--- config.mk ---
export PLATFORM = sky130hd
export DESIGN_NAME = gdc_table_ram
export DESIGN_NICKNAME = d
export VERILOG_FILES = /design/src/design/gdc_pkg.sv /design/src/design/gdc_table_ram.sv
export SDC_FILE = /design/constraint.sdc
export NUM_CORES = 2
export LEC_CHECK = 0
export BUFFER_PORTS_ARGS = -buffer_cell sky130_fd_sc_hd__buf_2
export CAP_MARGIN = 20
export CORE_MARGIN = 4
export CORE_UTILIZATION = 57
export CTS_CLUSTER_SIZE = 25
export DETAILED_ROUTE_END_ITERATION = 10
export PLACE_DENSITY = 0.75
export SETUP_SLACK_MARGIN = 0.4
export SLEW_MARGIN = 20
export SYNTH_ARGS = -nofsm -noshare
export SYNTH_HDL_FRONTEND = slang
export SYNTH_SLANG_ARGS = --single-unit
--- constraint.sdc ---
create_clock -name aclk -period 2.75 [get_ports aclk]
set_clock_uncertainty 0.1 [all_clocks]
set_input_delay 0.55 -clock aclk [delete_from_list [all_inputs] [get_ports aclk]]
set_output_delay 0.55 -clock aclk [all_outputs]
set_load 0.02 [all_outputs]
--- src/design/gdc_pkg.sv ---
// ----------------------------------------------------------------------------
// gdc_pkg: shared types and constants of the gamma dither corrector
// Register indexes, table layout, arithmetic constants and the tenth-root ROM.
// ----------------------------------------------------------------------------
package gdc_pkg;

    localparam int TABLE_ENTRIES = 256;
    localparam int ADDR_W        = $clog2(TABLE_ENTRIES);
    localparam int INT_W         = 8;
    localparam int FRAC_W        = 3;
    localparam int ENTRY_W       = INT_W + FRAC_W;

    localparam logic [1:0] REG_GAMMA      = 2'd0;
    localparam logic [1:0] REG_OVERSAMPLE = 2'd1;
    localparam logic [1:0] REG_BRIGHTNESS = 2'd2;
    localparam logic [1:0] REG_GRB        = 2'd3;

    localparam logic [15:0] Y_START     = 16'd65280;
    localparam logic [31:0] ROUND_HALF  = 32'd32768;
    localparam logic [15:0] FULL_SCALE  = 16'd255;
    localparam logic [7:0]  DIV10_MUL   = 8'd205;
    localparam int          DIV10_SHIFT = 11;
    localparam logic [6:0]  TEN         = 7'd10;

    typedef struct packed {
        logic                 en;
        logic [ADDR_W-1:0]    addr;
        logic [ENTRY_W-1:0]   data;
    } tbl_wr_t;

    localparam logic [15:0] ROOT_ROM [TABLE_ENTRIES] = '{
        16'd0,16'd37654,16'd40357,16'd42027,16'd43253,16'd44229,16'd45043,16'd45743,
        16'd46358,16'd46907,16'd47404,16'd47858,16'd48276,16'd48664,16'd49026,16'd49366,
        16'd49685,16'd49987,16'd50274,16'd50546,16'd50806,16'd51055,16'd51293,16'd51521,
        16'd51741,16'd51953,16'd52157,16'd52354,16'd52545,16'd52730,16'd52909,16'd53082,
        16'd53251,16'd53415,16'd53575,16'd53731,16'd53882,16'd54030,16'd54174,16'd54315,
        16'd54453,16'd54588,16'd54719,16'd54848,16'd54974,16'd55098,16'd55219,16'd55338,
        16'd55455,16'd55569,16'd55682,16'd55792,16'd55901,16'd56007,16'd56112,16'd56215,
        16'd56316,16'd56416,16'd56514,16'd56611,16'd56706,16'd56800,16'd56892,16'd56984,
        16'd57073,16'd57162,16'd57249,16'd57335,16'd57420,16'd57504,16'd57587,16'd57669,
        16'd57750,16'd57829,16'd57908,16'd57986,16'd58063,16'd58139,16'd58214,16'd58288,
        16'd58361,16'd58434,16'd58506,16'd58576,16'd58647,16'd58716,16'd58785,16'd58853,
        16'd58920,16'd58987,16'd59053,16'd59118,16'd59183,16'd59247,16'd59310,16'd59373,
        16'd59435,16'd59497,16'd59558,16'd59618,16'd59678,16'd59738,16'd59796,16'd59855,
        16'd59913,16'd59970,16'd60027,16'd60083,16'd60139,16'd60195,16'd60250,16'd60304,
        16'd60358,16'd60412,16'd60465,16'd60518,16'd60571,16'd60623,16'd60674,16'd60725,
        16'd60776,16'd60827,16'd60877,16'd60927,16'd60976,16'd61025,16'd61073,16'd61122,
        16'd61170,16'd61217,16'd61265,16'd61312,16'd61358,16'd61405,16'd61451,16'd61496,
        16'd61542,16'd61587,16'd61632,16'd61676,16'd61720,16'd61764,16'd61808,16'd61851,
        16'd61894,16'd61937,16'd61980,16'd62022,16'd62064,16'd62106,16'd62148,16'd62189,
        16'd62230,16'd62271,16'd62311,16'd62352,16'd62392,16'd62432,16'd62471,16'd62511,
        16'd62550,16'd62589,16'd62628,16'd62666,16'd62705,16'd62743,16'd62781,16'd62818,
        16'd62856,16'd62893,16'd62930,16'd62967,16'd63004,16'd63041,16'd63077,16'd63113,
        16'd63149,16'd63185,16'd63220,16'd63256,16'd63291,16'd63326,16'd63361,16'd63396,
        16'd63430,16'd63465,16'd63499,16'd63533,16'd63567,16'd63601,16'd63634,16'd63668,
        16'd63701,16'd63734,16'd63767,16'd63800,16'd63832,16'd63865,16'd63897,16'd63929,
        16'd63962,16'd63993,16'd64025,16'd64057,16'd64088,16'd64120,16'd64151,16'd64182,
        16'd64213,16'd64244,16'd64274,16'd64305,16'd64335,16'd64366,16'd64396,16'd64426,
        16'd64456,16'd64485,16'd64515,16'd64545,16'd64574,16'd64603,16'd64633,16'd64662,
        16'd64691,16'd64719,16'd64748,16'd64777,16'd64805,16'd64834,16'd64862,16'd64890,
        16'd64918,16'd64946,16'd64974,16'd65001,16'd65029,16'd65057,16'd65084,16'd65111,
        16'd65138,16'd65165,16'd65192,16'd65219,16'd65246,16'd65273,16'd65299,16'd65326,
        16'd65352,16'd65379,16'd65405,16'd65431,16'd65457,16'd65483,16'd65509,16'd65535
    };

    function automatic logic [FRAC_W-1:0] phase_mask_of(input logic [1:0] sh);
        logic [FRAC_W:0] one_hot;
        one_hot = (FRAC_W+1)'(1) << sh;
        return FRAC_W'(one_hot - (FRAC_W+1)'(1));
    endfunction

endpackage

--- src/design/gdc_table_ram.sv ---
// ----------------------------------------------------------------------------
// gdc_table_ram: gamma curve table memory
// One write port and one read port with registered read data; each word holds
// the integer part above the fractional dither bits.
// ----------------------------------------------------------------------------
module gdc_table_ram
    import gdc_pkg::*;
(
    input  logic                 aclk,
    input  tbl_wr_t              wr,
    input  logic [ADDR_W-1:0]    rd_addr,
    output logic [ENTRY_W-1:0]   rd_data
);

    logic [ENTRY_W-1:0] mem [TABLE_ENTRIES];

    always_ff @(posedge aclk) begin
        if (wr.en) begin
            mem[wr.addr] <= wr.data;
        end
    end

    always_ff @(posedge aclk) begin
        rd_data <= mem[rd_addr];
    end

endmodule

==> impl_metrics.toml <==
[status]
status = "complete, no violations"

[setup_path]
required_ns = 3.42
cp.arrival_ns = 3.38
cp-start-kind = "input port"
cp_slowest_cell = "nor4_2"
r2r_start = "mem[87][2]"
crit_chain = "buf_8, buf_12, buf_4, mux4_2, a22oi_1, a21boi_0, nor4_2, nor4_1"
critical_path.max_fanout = 22
r2r_slack_ns = 0.05
max_stage_delay_ns = 0.73
crit_type = "input port to flip-flop"
rr_worst_depth = 5
cp-end-kind = "flip-flop"
r2r-end = "rd_data[2]"

[logic_synthesis]
synth-async-reset-ratio_pct = 0
ys_ff_latch = 2827
syn_area_per_cell_sq_um = 21.75
synth_area_leader_cell = "edfxtp_1"
ys_seq_area_share_pct = 77.99
synthCells = 4999
netlist_area_sq_um = 108700
synthesis.nets = 5028
ys_types = 58
synth-edff-count = 2816
yosysMostFrequentCell = "edfxtp_1"
synthTopCellsByCount = "edfxtp_1 (2816), mux4_2 (614), nor2_1 (291), mux2i_1 (229), clkbuf_1 (139)"
synth_area_leaders = "edfxtp_1 (78%), mux4_2 (13%), mux2i_1 (2.1%), nor2_1 (1.0%), a22oi_1 (0.86%)"
synth.top_cell.area_share_pct = 77.78
ys.warnings.count = 0
synthFlopType = "edfxtp_1"

[floorplan]
core.rowCount = 160
start_util_pct = 57.22
dieWidth_um = 444.7
dieArea_sq_um = 197800
core_area_sq_um = 190000
die_y_um = 444.7
ios = 40

[sta]
fin_crit_ns = 2.708
period_share_pct = 98.46
slew_headroom_pct = 44.94
hold_viol = 0
rsz0062_at_grt = "true"
setup_viol = 0
tightest_slew_ns = 0.8259
slew_violations = 0
setup_slack_ns = 0.04236
fmax_mhz = 369.3

[cells_and_area]
layout-drive-gt1-share_pct = 35.44
syn_to_final_growth_pct = 18.55
nets = 5931
instances_no_fill = 8618

[power_and_ir_drop]
peakVddDrop_uv = 696.2
cellPowerDensity_nw_per_um2 = 696.9
leakagePower_nw = 41.64

[cts]
cts_tree = "built"
clockBufferDepth = 4
cts_root_buf = "clkbuf_16"
clk_pin_slew_ns = 0.06
cts_made_buffers = 292
h-tree-depth = 5
clock-sinks = 2827
clk_latency_ns = 0.94

[worst_hold_path]
hp-start = "wr[7]"
holdPathStages = 1
whs_endpoint = "mem[99][7]"
hp-class = "input port to flip-flop"

[flow_run]
cap_viol_max_count = 0

[global_route]
track_usage_pct = 29.02
grt_max_degree = 97
overflow = 0
grt_pass1_vias = 58020
antenna_found_initial = 14
grt_pass1_wl_um = 413100

[routing]
drtIter0Drc = 8446
routedWlPerCell_um = 33.16
drc_errors = 0
firstDrtPassIters = 7
via_per_inst = 6.649
final_antenna_net_count = 0
vias = 57300
wirelength_um = 285700

[placed_design]
portBuffers = 39
place_ws_ns = -1.200
dp_hpwl_um = 180000
dpl.cell_count = 8104
globalplace.congestion = 0.9211
[critical path: cells and delay by family]
family | cells | cell delay [ns]
buf+inv | 3 | 0.82
compound gates | 2 | 0.76
mux | 1 | 0.34
simple gates | 2 | 0.86
[cell usage in the layout, fill, tap and decap left out, drive strengths merged, types with 10 or more instances in the layout]
cell type,instances
nand4,12
a2111oi,14
nor2,291
a22oi,125
o22ai,84
nor4,20
nor3,39
nor2b,17
nand3,40
a22o,36
o21ai,19
nand2b,10
clkinv,110
dfxtp,11
mux2i,229
buf,897
mux4,614
a21oi,76
clkbuf,361
edfxtp,2816
bufinv,14
o221ai,47
a311oi,11
a221oi,31
nand2,52
a211oi,22
diode,10
[cells by family after synthesis]
logic type / synth area share, %
DFF: 77.99
muxes: 14.85
and+or+nand+nor: 2.126
AOI/OAI and AO/OA: 3.378
buffers and inverters: 1.661
[metrics by stage]
step	total power (W)	utilization [%]	hold WS [ns]	area, sq um	TNS (ns)
finish	0.08982	67.84	0.06367	128900	0
global route	0.09228	67.83	0.07744	128900	0
CTS	0.09001	67.71	0.04552	128600	0
detailed placement	0.05359	62.84	0.8444	119400	-10.49
global placement	0.05348	62.83	0.8328	119400	-10.68
floorplan	0.05085	-	0.5489	109900	0
[layer usage]
| layer | share of wire [%] | up-vias | track usage [%] |
|---|---|---|---|
| met3 | 11 | 724 | 5.646 |
| li1 | - | 22990 | - |
| met1 | 35 | 29790 | 39.89 |
| met4 | 5.2 | 2 | 13.01 |
| met2 | 49 | 3790 | 46.00 |
| met5 | 0.0038 | - | 0 |
[power by group]
group          total [W]  internal [W]  switching [W]
Sequential        0.0476        0.0475      0.0000998
Clock             0.0369        0.0211         0.0158
Combinational    0.00534       0.00216        0.00319
Total             0.0898        0.0708         0.0191
[final cells by class]
class	count	area, sq um
sequential	2827	84790
fill	11100	61100
multi-input combinational	1864	23530
timing repair buffer	912	8658
clock buffer	354	7696
tap	2511	3142
clock inverter	135	1012
antenna	10	25.02
inverter	5	22.52
[how the worst max path moves through the flow]
stage                      startpoint         end  slack (ns)  cells after the start
after floorplan            rd_addr[0]  rd_data[9]        0.23                      8
after global placement     rd_addr[0]  rd_data[5]       -1.51                     11
after detailed placement   rd_addr[0]  rd_data[0]       -1.20                     11
after CTS                 mem[191][5]  rd_data[5]        0.09                      8
after global routing      mem[190][5]  rd_data[5]        0.08                      8
final                      rd_addr[1]  rd_data[2]        0.04                      8
[registers in the layout, summed over array words and instances (netlist names)]
name,flops
rd_data,11
mem,2816
[what timing repair did]
action	in CTS	in global routing
setup endpoints to repair	18	11
hold endpoints to repair	178	0
resized for setup	71	35
hold buffers	8	0
buffers inserted	5	0
gates cloned	0	2
pin swaps	20	14
Note: power is estimated with default switching activity, not from simulation.
