==> src/design/gdc_pkg.sv <==
// ----------------------------------------------------------------------------
// gdc_pkg: shared types and constants of the gamma dither corrector
// Register indexes, table layout, arithmetic constants and the tenth-root ROM.
// ----------------------------------------------------------------------------
package gdc_pkg;

    localparam int TABLE_ENTRIES = 256;
    localparam int ADDR_W        = $clog2(TABLE_ENTRIES);
    localparam int INT_W         = 8;
    localparam int FRAC_W        = 3;
    localparam int ENTRY_W       = INT_W + FRAC_W;

    localparam logic [1:0] REG_GAMMA      = 2'd0;
    localparam logic [1:0] REG_OVERSAMPLE = 2'd1;
    localparam logic [1:0] REG_BRIGHTNESS = 2'd2;
    localparam logic [1:0] REG_GRB        = 2'd3;

    localparam logic [15:0] Y_START     = 16'd65280;
    localparam logic [31:0] ROUND_HALF  = 32'd32768;
    localparam logic [15:0] FULL_SCALE  = 16'd255;
    localparam logic [7:0]  DIV10_MUL   = 8'd205;
    localparam int          DIV10_SHIFT = 11;
    localparam logic [6:0]  TEN         = 7'd10;

    typedef struct packed {
        logic                 en;
        logic [ADDR_W-1:0]    addr;
        logic [ENTRY_W-1:0]   data;
    } tbl_wr_t;

    localparam logic [15:0] ROOT_ROM [TABLE_ENTRIES] = '{
        16'd0,16'd37654,16'd40357,16'd42027,16'd43253,16'd44229,16'd45043,16'd45743,
        16'd46358,16'd46907,16'd47404,16'd47858,16'd48276,16'd48664,16'd49026,16'd49366,
        16'd49685,16'd49987,16'd50274,16'd50546,16'd50806,16'd51055,16'd51293,16'd51521,
        16'd51741,16'd51953,16'd52157,16'd52354,16'd52545,16'd52730,16'd52909,16'd53082,
        16'd53251,16'd53415,16'd53575,16'd53731,16'd53882,16'd54030,16'd54174,16'd54315,
        16'd54453,16'd54588,16'd54719,16'd54848,16'd54974,16'd55098,16'd55219,16'd55338,
        16'd55455,16'd55569,16'd55682,16'd55792,16'd55901,16'd56007,16'd56112,16'd56215,
        16'd56316,16'd56416,16'd56514,16'd56611,16'd56706,16'd56800,16'd56892,16'd56984,
        16'd57073,16'd57162,16'd57249,16'd57335,16'd57420,16'd57504,16'd57587,16'd57669,
        16'd57750,16'd57829,16'd57908,16'd57986,16'd58063,16'd58139,16'd58214,16'd58288,
        16'd58361,16'd58434,16'd58506,16'd58576,16'd58647,16'd58716,16'd58785,16'd58853,
        16'd58920,16'd58987,16'd59053,16'd59118,16'd59183,16'd59247,16'd59310,16'd59373,
        16'd59435,16'd59497,16'd59558,16'd59618,16'd59678,16'd59738,16'd59796,16'd59855,
        16'd59913,16'd59970,16'd60027,16'd60083,16'd60139,16'd60195,16'd60250,16'd60304,
        16'd60358,16'd60412,16'd60465,16'd60518,16'd60571,16'd60623,16'd60674,16'd60725,
        16'd60776,16'd60827,16'd60877,16'd60927,16'd60976,16'd61025,16'd61073,16'd61122,
        16'd61170,16'd61217,16'd61265,16'd61312,16'd61358,16'd61405,16'd61451,16'd61496,
        16'd61542,16'd61587,16'd61632,16'd61676,16'd61720,16'd61764,16'd61808,16'd61851,
        16'd61894,16'd61937,16'd61980,16'd62022,16'd62064,16'd62106,16'd62148,16'd62189,
        16'd62230,16'd62271,16'd62311,16'd62352,16'd62392,16'd62432,16'd62471,16'd62511,
        16'd62550,16'd62589,16'd62628,16'd62666,16'd62705,16'd62743,16'd62781,16'd62818,
        16'd62856,16'd62893,16'd62930,16'd62967,16'd63004,16'd63041,16'd63077,16'd63113,
        16'd63149,16'd63185,16'd63220,16'd63256,16'd63291,16'd63326,16'd63361,16'd63396,
        16'd63430,16'd63465,16'd63499,16'd63533,16'd63567,16'd63601,16'd63634,16'd63668,
        16'd63701,16'd63734,16'd63767,16'd63800,16'd63832,16'd63865,16'd63897,16'd63929,
        16'd63962,16'd63993,16'd64025,16'd64057,16'd64088,16'd64120,16'd64151,16'd64182,
        16'd64213,16'd64244,16'd64274,16'd64305,16'd64335,16'd64366,16'd64396,16'd64426,
        16'd64456,16'd64485,16'd64515,16'd64545,16'd64574,16'd64603,16'd64633,16'd64662,
        16'd64691,16'd64719,16'd64748,16'd64777,16'd64805,16'd64834,16'd64862,16'd64890,
        16'd64918,16'd64946,16'd64974,16'd65001,16'd65029,16'd65057,16'd65084,16'd65111,
        16'd65138,16'd65165,16'd65192,16'd65219,16'd65246,16'd65273,16'd65299,16'd65326,
        16'd65352,16'd65379,16'd65405,16'd65431,16'd65457,16'd65483,16'd65509,16'd65535
    };

    function automatic logic [FRAC_W-1:0] phase_mask_of(input logic [1:0] sh);
        logic [FRAC_W:0] one_hot;
        one_hot = (FRAC_W+1)'(1) << sh;
        return FRAC_W'(one_hot - (FRAC_W+1)'(1));
    endfunction

endpackage

==> src/design/gdc_curve_builder.sv <==
// ----------------------------------------------------------------------------
// gdc_curve_builder: iterative gamma table generator
// Walks entries 1 to 255, running a shared rounding 16x16 multiplier over the
// whole powers, the tenth roots and the final scale, then writes each entry.
// ----------------------------------------------------------------------------
module gdc_curve_builder
    import gdc_pkg::*;
(
    input  logic          aclk,
    input  logic          aresetn,
    input  logic          start,
    input  logic [7:0]    gamma_code,
    input  logic [1:0]    oversample_shift,
    output tbl_wr_t       wr,
    output logic          done
);

    localparam logic [1:0] B_IDLE  = 2'd0;
    localparam logic [1:0] B_LOAD  = 2'd1;
    localparam logic [1:0] B_MUL   = 2'd2;
    localparam logic [1:0] B_WRITE = 2'd3;

    localparam logic [1:0] P_WHOLE = 2'd0;
    localparam logic [1:0] P_ROOT  = 2'd1;
    localparam logic [1:0] P_FINAL = 2'd2;

    logic [1:0]        state_reg, state_next;
    logic [1:0]        phase_reg, phase_next;
    logic [3:0]        k_reg, k_next;
    logic [ADDR_W-1:0] x_reg, x_next;
    logic [15:0]       y_reg, y_next;
    logic [15:0]       root_reg, root_next;
    logic [3:0]        whole_reg, whole_next;
    logic [3:0]        roots_reg, roots_next;
    logic [1:0]        sh_reg, sh_next;
    logic              done_reg, done_next;

    logic [6:0]        tenths;
    logic [14:0]       quot;
    logic [3:0]        whole_calc;
    logic [3:0]        roots_calc;
    logic [15:0]       operand;
    logic [31:0]       product;
    logic [15:0]       mul_result;

    assign tenths     = gamma_code[7:1];
    assign quot       = 15'(tenths) * 15'(DIV10_MUL);
    assign whole_calc = quot[14:DIV10_SHIFT];
    assign roots_calc = 4'(tenths - 7'(whole_calc) * TEN);

    always_comb begin
        unique case (phase_reg)
            P_WHOLE: operand = {x_reg, x_reg};
            P_ROOT:  operand = root_reg;
            default: operand = 16'(FULL_SCALE << sh_reg);
        endcase
    end

    assign product    = 32'(y_reg) * 32'(operand) + ROUND_HALF;
    assign mul_result = product[31:16];

    always_comb begin
        state_next = state_reg;
        phase_next = phase_reg;
        k_next     = k_reg;
        x_next     = x_reg;
        y_next     = y_reg;
        root_next  = root_reg;
        whole_next = whole_reg;
        roots_next = roots_reg;
        sh_next    = sh_reg;
        done_next  = 1'b0;
        unique case (state_reg)
            B_IDLE: begin
                if (start) begin
                    whole_next = whole_calc;
                    roots_next = roots_calc;
                    sh_next    = oversample_shift;
                    x_next     = ADDR_W'(1);
                    state_next = B_LOAD;
                end
            end
            B_LOAD: begin
                y_next     = Y_START;
                root_next  = ROOT_ROM[x_reg];
                k_next     = '0;
                phase_next = P_WHOLE;
                state_next = B_MUL;
            end
            B_MUL: begin
                priority case (phase_reg)
                    P_WHOLE: begin
                        if (k_reg < whole_reg) begin
                            y_next = mul_result;
                            k_next = k_reg + 4'd1;
                        end else begin
                            k_next     = '0;
                            phase_next = P_ROOT;
                        end
                    end
                    P_ROOT: begin
                        if (k_reg < roots_reg) begin
                            y_next = mul_result;
                            k_next = k_reg + 4'd1;
                        end else begin
                            phase_next = P_FINAL;
                        end
                    end
                    default: begin
                        y_next     = mul_result;
                        state_next = B_WRITE;
                    end
                endcase
            end
            default: begin
                if (x_reg == ADDR_W'(TABLE_ENTRIES - 1)) begin
                    done_next  = 1'b1;
                    state_next = B_IDLE;
                end else begin
                    x_next     = x_reg + ADDR_W'(1);
                    state_next = B_LOAD;
                end
            end
        endcase
    end

    always_ff @(posedge aclk) begin
        if (!aresetn) begin
            state_reg <= B_IDLE;
            done_reg  <= 1'b0;
        end else begin
            state_reg <= state_next;
            done_reg  <= done_next;
        end
    end

    always_ff @(posedge aclk) begin
        phase_reg <= phase_next;
        k_reg     <= k_next;
        x_reg     <= x_next;
        y_reg     <= y_next;
        root_reg  <= root_next;
        whole_reg <= whole_next;
        roots_reg <= roots_next;
        sh_reg    <= sh_next;
    end

    assign wr.en   = (state_reg == B_WRITE);
    assign wr.addr = x_reg;
    assign wr.data = {INT_W'(y_reg >> sh_reg), y_reg[FRAC_W-1:0] & phase_mask_of(sh_reg)};
    assign done    = done_reg;

endmodule

==> config.mk <==
export PLATFORM = sky130hd
export DESIGN_NAME = gdc_curve_builder
export DESIGN_NICKNAME = d
export VERILOG_FILES = /design/src/design/gdc_pkg.sv /design/src/design/gdc_curve_builder.sv
export SDC_FILE = /design/constraint.sdc
export NUM_CORES = 1
export LEC_CHECK = 0
export BUFFER_PORTS_ARGS = -buffer_cell sky130_fd_sc_hd__clkbuf_2
export CAP_MARGIN = 30
export CORE_UTILIZATION = 50
export DETAILED_ROUTE_END_ITERATION = 10
export GPL_TIMING_DRIVEN = 0
export HOLD_SLACK_MARGIN = 0.08
export PLACE_DENSITY = 0.7
export SYNTH_ARGS = -nofsm -noshare
export SYNTH_HDL_FRONTEND = slang
export SYNTH_SLANG_ARGS = --single-unit
export TNS_END_PERCENT = 20
==> constraint.sdc <==
create_clock -name aclk -period 6.9 [get_ports aclk]
set_input_delay 0 -clock aclk [delete_from_list [all_inputs] [get_ports aclk]]
set_output_delay 0 -clock aclk [all_outputs]
set_load 0.01 [all_outputs]
==> impl_metrics.tcl, run 1 <==
set metrics [dict create \
    highest_layer "met4" \
    post-place-cells 2387 \
    yosysUniqueCellTypes 82 \
    crit_top_cell "fa_1" \
    cp-start-kind "flip-flop" \
    vias_per_cell 6.48 \
    report.final.slew_viol_count 0 \
    ys_top_cells_by_area "fa_1, ha_1, edfxtp_1" \
    synth_area_um2 16100 \
    grt_use_total_pct 39.7 \
    antenna_found_initial 0 \
    hold_class "in2reg" \
    critPathMaxStageDelay_ns 0.54 \
    finalSetupViolCount 0 \
    die_w_um 182 \
    hold_ws_ns 0.104 \
    period_needed_ns 6.81 \
    crit_buf_inv 7 \
    crit_path_end_kind "flip-flop" \
    outcome "finished clean" \
    vias 15800 \
    ys_ff_latch 59 \
    cp.arrival_ns 6.89 \
    synth_fp_nets 2346 \
    wl_met3_um 7030 \
    ys_warn_count 0 \
    synthArstFlopShare_pct 0 \
    clkSlewWorstSetupHoldPaths_ns 0.05 \
    yosys.area.top_type_share_pct 25.1 \
    drive_gt1_share_pct 11.8 \
    crit_chain "buf_4 -> clkinvlp_4 -> buf_4 -> a21boi_4 -> buf_8 -> nand2_1 -> fa_1 -> fa_1 -> fa_1 -> inv_1 -> fa_1 -> fa_1 -> inv_1 -> fa_1 -> inv_1 -> ha_2 -> nand4_1 -> or2_4 -> o22ai_4 -> a21boi_2 -> o21ai_1 -> mux2_2" \
    wl_per_cell_um 26.9 \
    synth_most_common_cell "inv_1" \
    whs_endpoint "roots_reg[2]" \
    drt-met1-wl_um 24300 \
    areaGrowthSynthToFinish_pct 10.6 \
    seq_area_frac_synth_pct 10.8 \
    reg2regPathDepth 22 \
    grt.overflow.total 0 \
    min_from "gamma_code[3]" \
    placed_area_um2 16800 \
    drc 0 \
    timing.rr.start "phase_reg[1]" \
    wl_met2_um 29600 \
    startpoint "phase_reg[1]" \
    hold_violations 0 \
    min_period_over_period_pct 98.7 \
    synthTopCellsByCount "inv_1, nand2_1, fa_1, ha_1, a21oi_1" \
    setup_tns_ns 0 \
    core_um2 31600 \
    drt_iter0_drc 1897 \
    cts_buffer_depth 2 \
    cts_sinks 59 \
    r2r_slack_ns 0.09 \
    cp_top_family "adder cells" \
    dp_hpwl_um 50400 \
    finalClockSkew_ns 0.00574 \
    syn_inst 1950 \
    grt_pass1_vias 16000 \
    grt_pass1_wl_um 97100 \
    start_util_pct 51.0 \
    fmax_mhz 147 \
    required_ns 6.98 \
    crit_type "reg2reg" \
    ys.flop_type "edfxtp_1" \
    htreeDepth 3 \
    place.gp.congestion 1.06 \
    maxCapViolCount 0 \
    rr_endpoint "y_reg[12]" \
    ios 34 \
    synth_top_cell_by_area "fa_1" \
    synth_edf_count 56 \
    root_buffer "clkbuf_16" \
    min_path_cells 2 \
    grt_max_degree 20 \
    rows 65 \
    io_buffer_count 32 \
    ant_nets 0 \
    clock_latency_ns 0.33 \
    fin_area_um2 17800 \
    tightest_slew_ns 1.04 \
    die_h_um 182 \
    worstPathMaxFanout 10 \
    nets 2418 \
    totalWireLength_um 65400 \
    numCtsBuffers 9 \
    syn_avg_cell_area_um2 8.28 \
    slowest_stage "fa_1" \
    dieArea_um2 33000 \
    cts_tree "built" \
    fin_cells 2431 \
    slew_headroom_pct 30.5 \
    first_pass_iters 6 \
]
[final cells by class]
| cell class | count | area (um2) |
|---|---|---|
| antenna | 2 | 5.00 |
| buffer | 120 | 684 |
| clock buffer | 13 | 270 |
| clock inverter | 3 | 46.3 |
| fill | 2932 | 13800 |
| inverter | 287 | 1080 |
| multi-input combinational | 1475 | 13000 |
| sequential | 59 | 1740 |
| tap | 402 | 503 |
| timing repair buffer | 70 | 464 |
[per-layer routing]
layer  vias up  global-route usage [%]
met5         -                       0
met3       273                    8.52
met1      7770                    49.4
met2      1075                    63.5
li1       6639                       -
met4         0                    23.4
[through the flow]
stage | util [%] | worst slack (ns)
CTS | 55.8 | 0.00283
global placement | 53.1 | -1.76
global route | 56.4 | -0.0779
floorplan | - | 0.0664
finish | 56.4 | 0.0872
detailed placement | 53.2 | -1.79
[cell usage in the layout, fill, tap and decap left out, drive strengths merged, types with 41 or more instances in the layout]
| cell type | n |
|---|---|
| nand2 | 243 |
| nor2b | 41 |
| a21oi | 121 |
| o21ai | 99 |
| inv | 284 |
| ha | 181 |
| buf | 93 |
| fa | 202 |
| edfxtp | 56 |
| and2 | 103 |
| nor2 | 99 |
| clkbuf | 106 |
[cells by family (layout without fill, tap and decap cells)]
kind of cell,count (synthesis),in the layout,synth area share (%)
fa+ha+maj,383,383,39.1
simple gates,627,627,18.8
mux,34,34,3.40
xor+xnor,26,26,1.41
buf+inv,416,493,10.4
flops,59,59,10.8
other cells,0,2,0
compound gates,405,405,16.2
[worst max path at each step]
stage	slack [ns]	cells past startpoint	end
global placement	-1.76	24	y_reg[12]
CTS	0.003	25	y_reg[12]
finish	0.09	22	y_reg[12]
global route	-0.08	22	y_reg[14]
floorplan	0.07	25	y_reg[14]
detailed placement	-1.79	24	y_reg[12]
[what timing repair did]
item                                    4_1_cts  5_1_grt
hold buffers                                  4        0
pin swaps                                    24       17
endpoints found under the setup margin       16       13
endpoints found under the hold margin         6        0
gates resized for setup                     102       51
cloned                                        1        0
setup buffers                                17       13
[worst reg2reg max path, stage by stage, from the launching register on]
cell        delay, ns
edfxtp_1         0.33
buf_4            0.23
clkinvlp_4       0.25
buf_4            0.20
a21boi_4         0.31
buf_8            0.18
nand2_1          0.08
fa_1             0.54
fa_1             0.47
fa_1             0.54
inv_1            0.05
fa_1             0.51
fa_1             0.51
inv_1            0.05
fa_1             0.50
inv_1            0.05
ha_2             0.39
nand4_1          0.22
or2_4            0.32
o22ai_4          0.17
a21boi_2         0.12
o21ai_1          0.20
mux2_2           0.35
Power of run 1 is left out: the tool's default activity adds up to more than one toggle a clock period on the data nets, which glitch-free logic cannot reach.
==> inputs of run 2 (changes only) <==
--- a/constraint.sdc
+++ b/constraint.sdc
@@ -3,2 +3,2 @@
 set_output_delay 0 -clock aclk [all_outputs]
-set_load 0.01 [all_outputs]
+set_load 0.1 [all_outputs]
==> run 2 against run 1 <==
Worst hold slack worse by 0.015 ns. Highest routed layer unchanged. Die area stayed put. Cell count up 0.37%. Global-route usage rose by 2.2 points. Fmax decreased by 0.16%. Cell area grew 1.5%.
==> impl_metrics.tcl, run 2 (synthesis gave the netlist of run 1 again) <==
set metrics [dict create \
    outcome "finished clean" \
    timing.rr.start "x_reg[2]" \
    crit_top_cell "fa_1" \
    start_util_pct 51.0 \
    grt_pass1_vias 16200 \
    drc 0 \
    clkSlewWorstSetupHoldPaths_ns 0.06 \
    first_pass_iters 6 \
    report.final.slew_viol_count 0 \
    path_depth 25 \
    ant_nets 0 \
    crit_buf_inv 8 \
    crit_type "reg2reg" \
    finish.utilization_pct 57.3 \
    endpoint "y_reg[12]" \
    vias_per_cell 6.51 \
    wl_per_cell_um 28.1 \
    maxCapViolCount 0 \
    final_common_cell "inv_1" \
    die_h_um 182 \
    hold_violations 0 \
    finalClockSkew_ns 0.0114 \
    dp_hpwl_um 52500 \
    fmax_mhz 147 \
    nets 2428 \
    cts_buffer_depth 2 \
    ios 34 \
    io_buffer_count 32 \
    htreeDepth 3 \
    cp_top_family "adder cells" \
    worstPathMaxFanout 7 \
    clock_latency_ns 0.34 \
    cts_tree "built" \
    grt_pass1_wl_um 101000 \
    cts_sinks 59 \
    hold_class "in2reg" \
    core_um2 31600 \
    dieArea_um2 33000 \
    slowest_stage "fa_1" \
    cp-start-kind "flip-flop" \
    rr_endpoint "y_reg[12]" \
    period_needed_ns 6.82 \
    place.gp.congestion 1.02 \
    rsz0062_at_grt "yes" \
    die_w_um 182 \
    root_buffer "clkbuf_16" \
    drt_iter0_drc 1906 \
    finalSetupViolCount 0 \
    required_ns 6.98 \
    antenna_found_initial 2 \
    grt.overflow.total 0 \
    critPathMaxStageDelay_ns 0.54 \
    slew_headroom_pct 32.9 \
    grt_use_total_pct 41.9 \
    drive_gt1_share_pct 12.9 \
    r2r_slack_ns 0.08 \
    min_period_over_period_pct 98.9 \
    crit_path_end_kind "flip-flop" \
    numCtsBuffers 9 \
    vias 15900 \
    hold_ws_ns 0.0890 \
    totalWireLength_um 68600 \
    startpoint "x_reg[2]" \
    tightest_slew_ns 1.01 \
    rows 65 \
    layout_common_cells "inv_1, nand2_1, fa_1" \
    reg2regPathDepth 25 \
    grt_max_degree 20 \
    areaGrowthSynthToFinish_pct 12.3 \
    cp.arrival_ns 6.91 \
]
[run 2: how the worst min path moves through the flow]
stage / from / depth (start not counted) / endpoint
floorplan: gamma_code[1] / 0 / roots_reg[0]
global placement: oversample_shift[1] / 1 / sh_reg[1]
detailed placement: oversample_shift[1] / 1 / sh_reg[1]
CTS: start / 4 / state_reg[0]
global route: gamma_code[3] / 2 / roots_reg[2]
finish: start / 4 / state_reg[0]
[run 2: cell type report]
cell class	count	area, um2
Tap cell	402	503
Sequential cell	59	1740
Timing Repair Buffer	81	549
Inverter	287	1080
Antenna cell	1	2.50
Fill cell	2792	13500
Multi-Input combinational cell	1475	13100
Clock buffer	9	225
Buffer	119	719
Clock inverter	7	146
[run 2: per-stage QoR]
step	area [um2]	TNS [ns]	setup WS (ns)	std cells
2_1_floorplan	16300	-0.0144	-0.0144	1950
3_3_place_gp	16900	-9.80	-0.891	2384
3_5_place_dp	17000	-10.27	-1.00	2386
4_1_cts	17700	-0.0114	-0.0114	2419
5_1_grt	18100	-0.0850	-0.0361	2439
6_report	18100	0	0.0764	2440
[run 2: what timing repair did]
| item | in CTS | in global routing |
|---|---|---|
| endpoints found under the hold margin | 6 | 0 |
| gates cloned | 1 | 0 |
| pin swaps | 18 | 27 |
| resized for setup | 65 | 71 |
| endpoints found under the setup margin | 16 | 14 |
| setup buffers | 19 | 23 |
| hold buffers | 4 | 0 |
[run 2: worst register-to-register path: cells and delay by family (launching register included)]
kind	cells	cell delay (ns)
muxes	1	0.35
DFF	1	0.45
and+or+nand+nor	4	0.77
AOI/OAI and AO/OA	5	0.82
adders and majority gates	7	3.34
buffers and inverters	8	0.82
[run 2: layer usage]
layer / vias to the layer above / global-route usage, % / wire length, um
met4: 0 / 25.4 / 5210
met1: 7786 / 50.8 / 25000
li1: 6662 / - / -
met2: 1119 / 67.7 / 30700
met3: 312 / 9.93 / 7660
met5: - / 0 / 0
Power of run 2 is left out for the same reason.
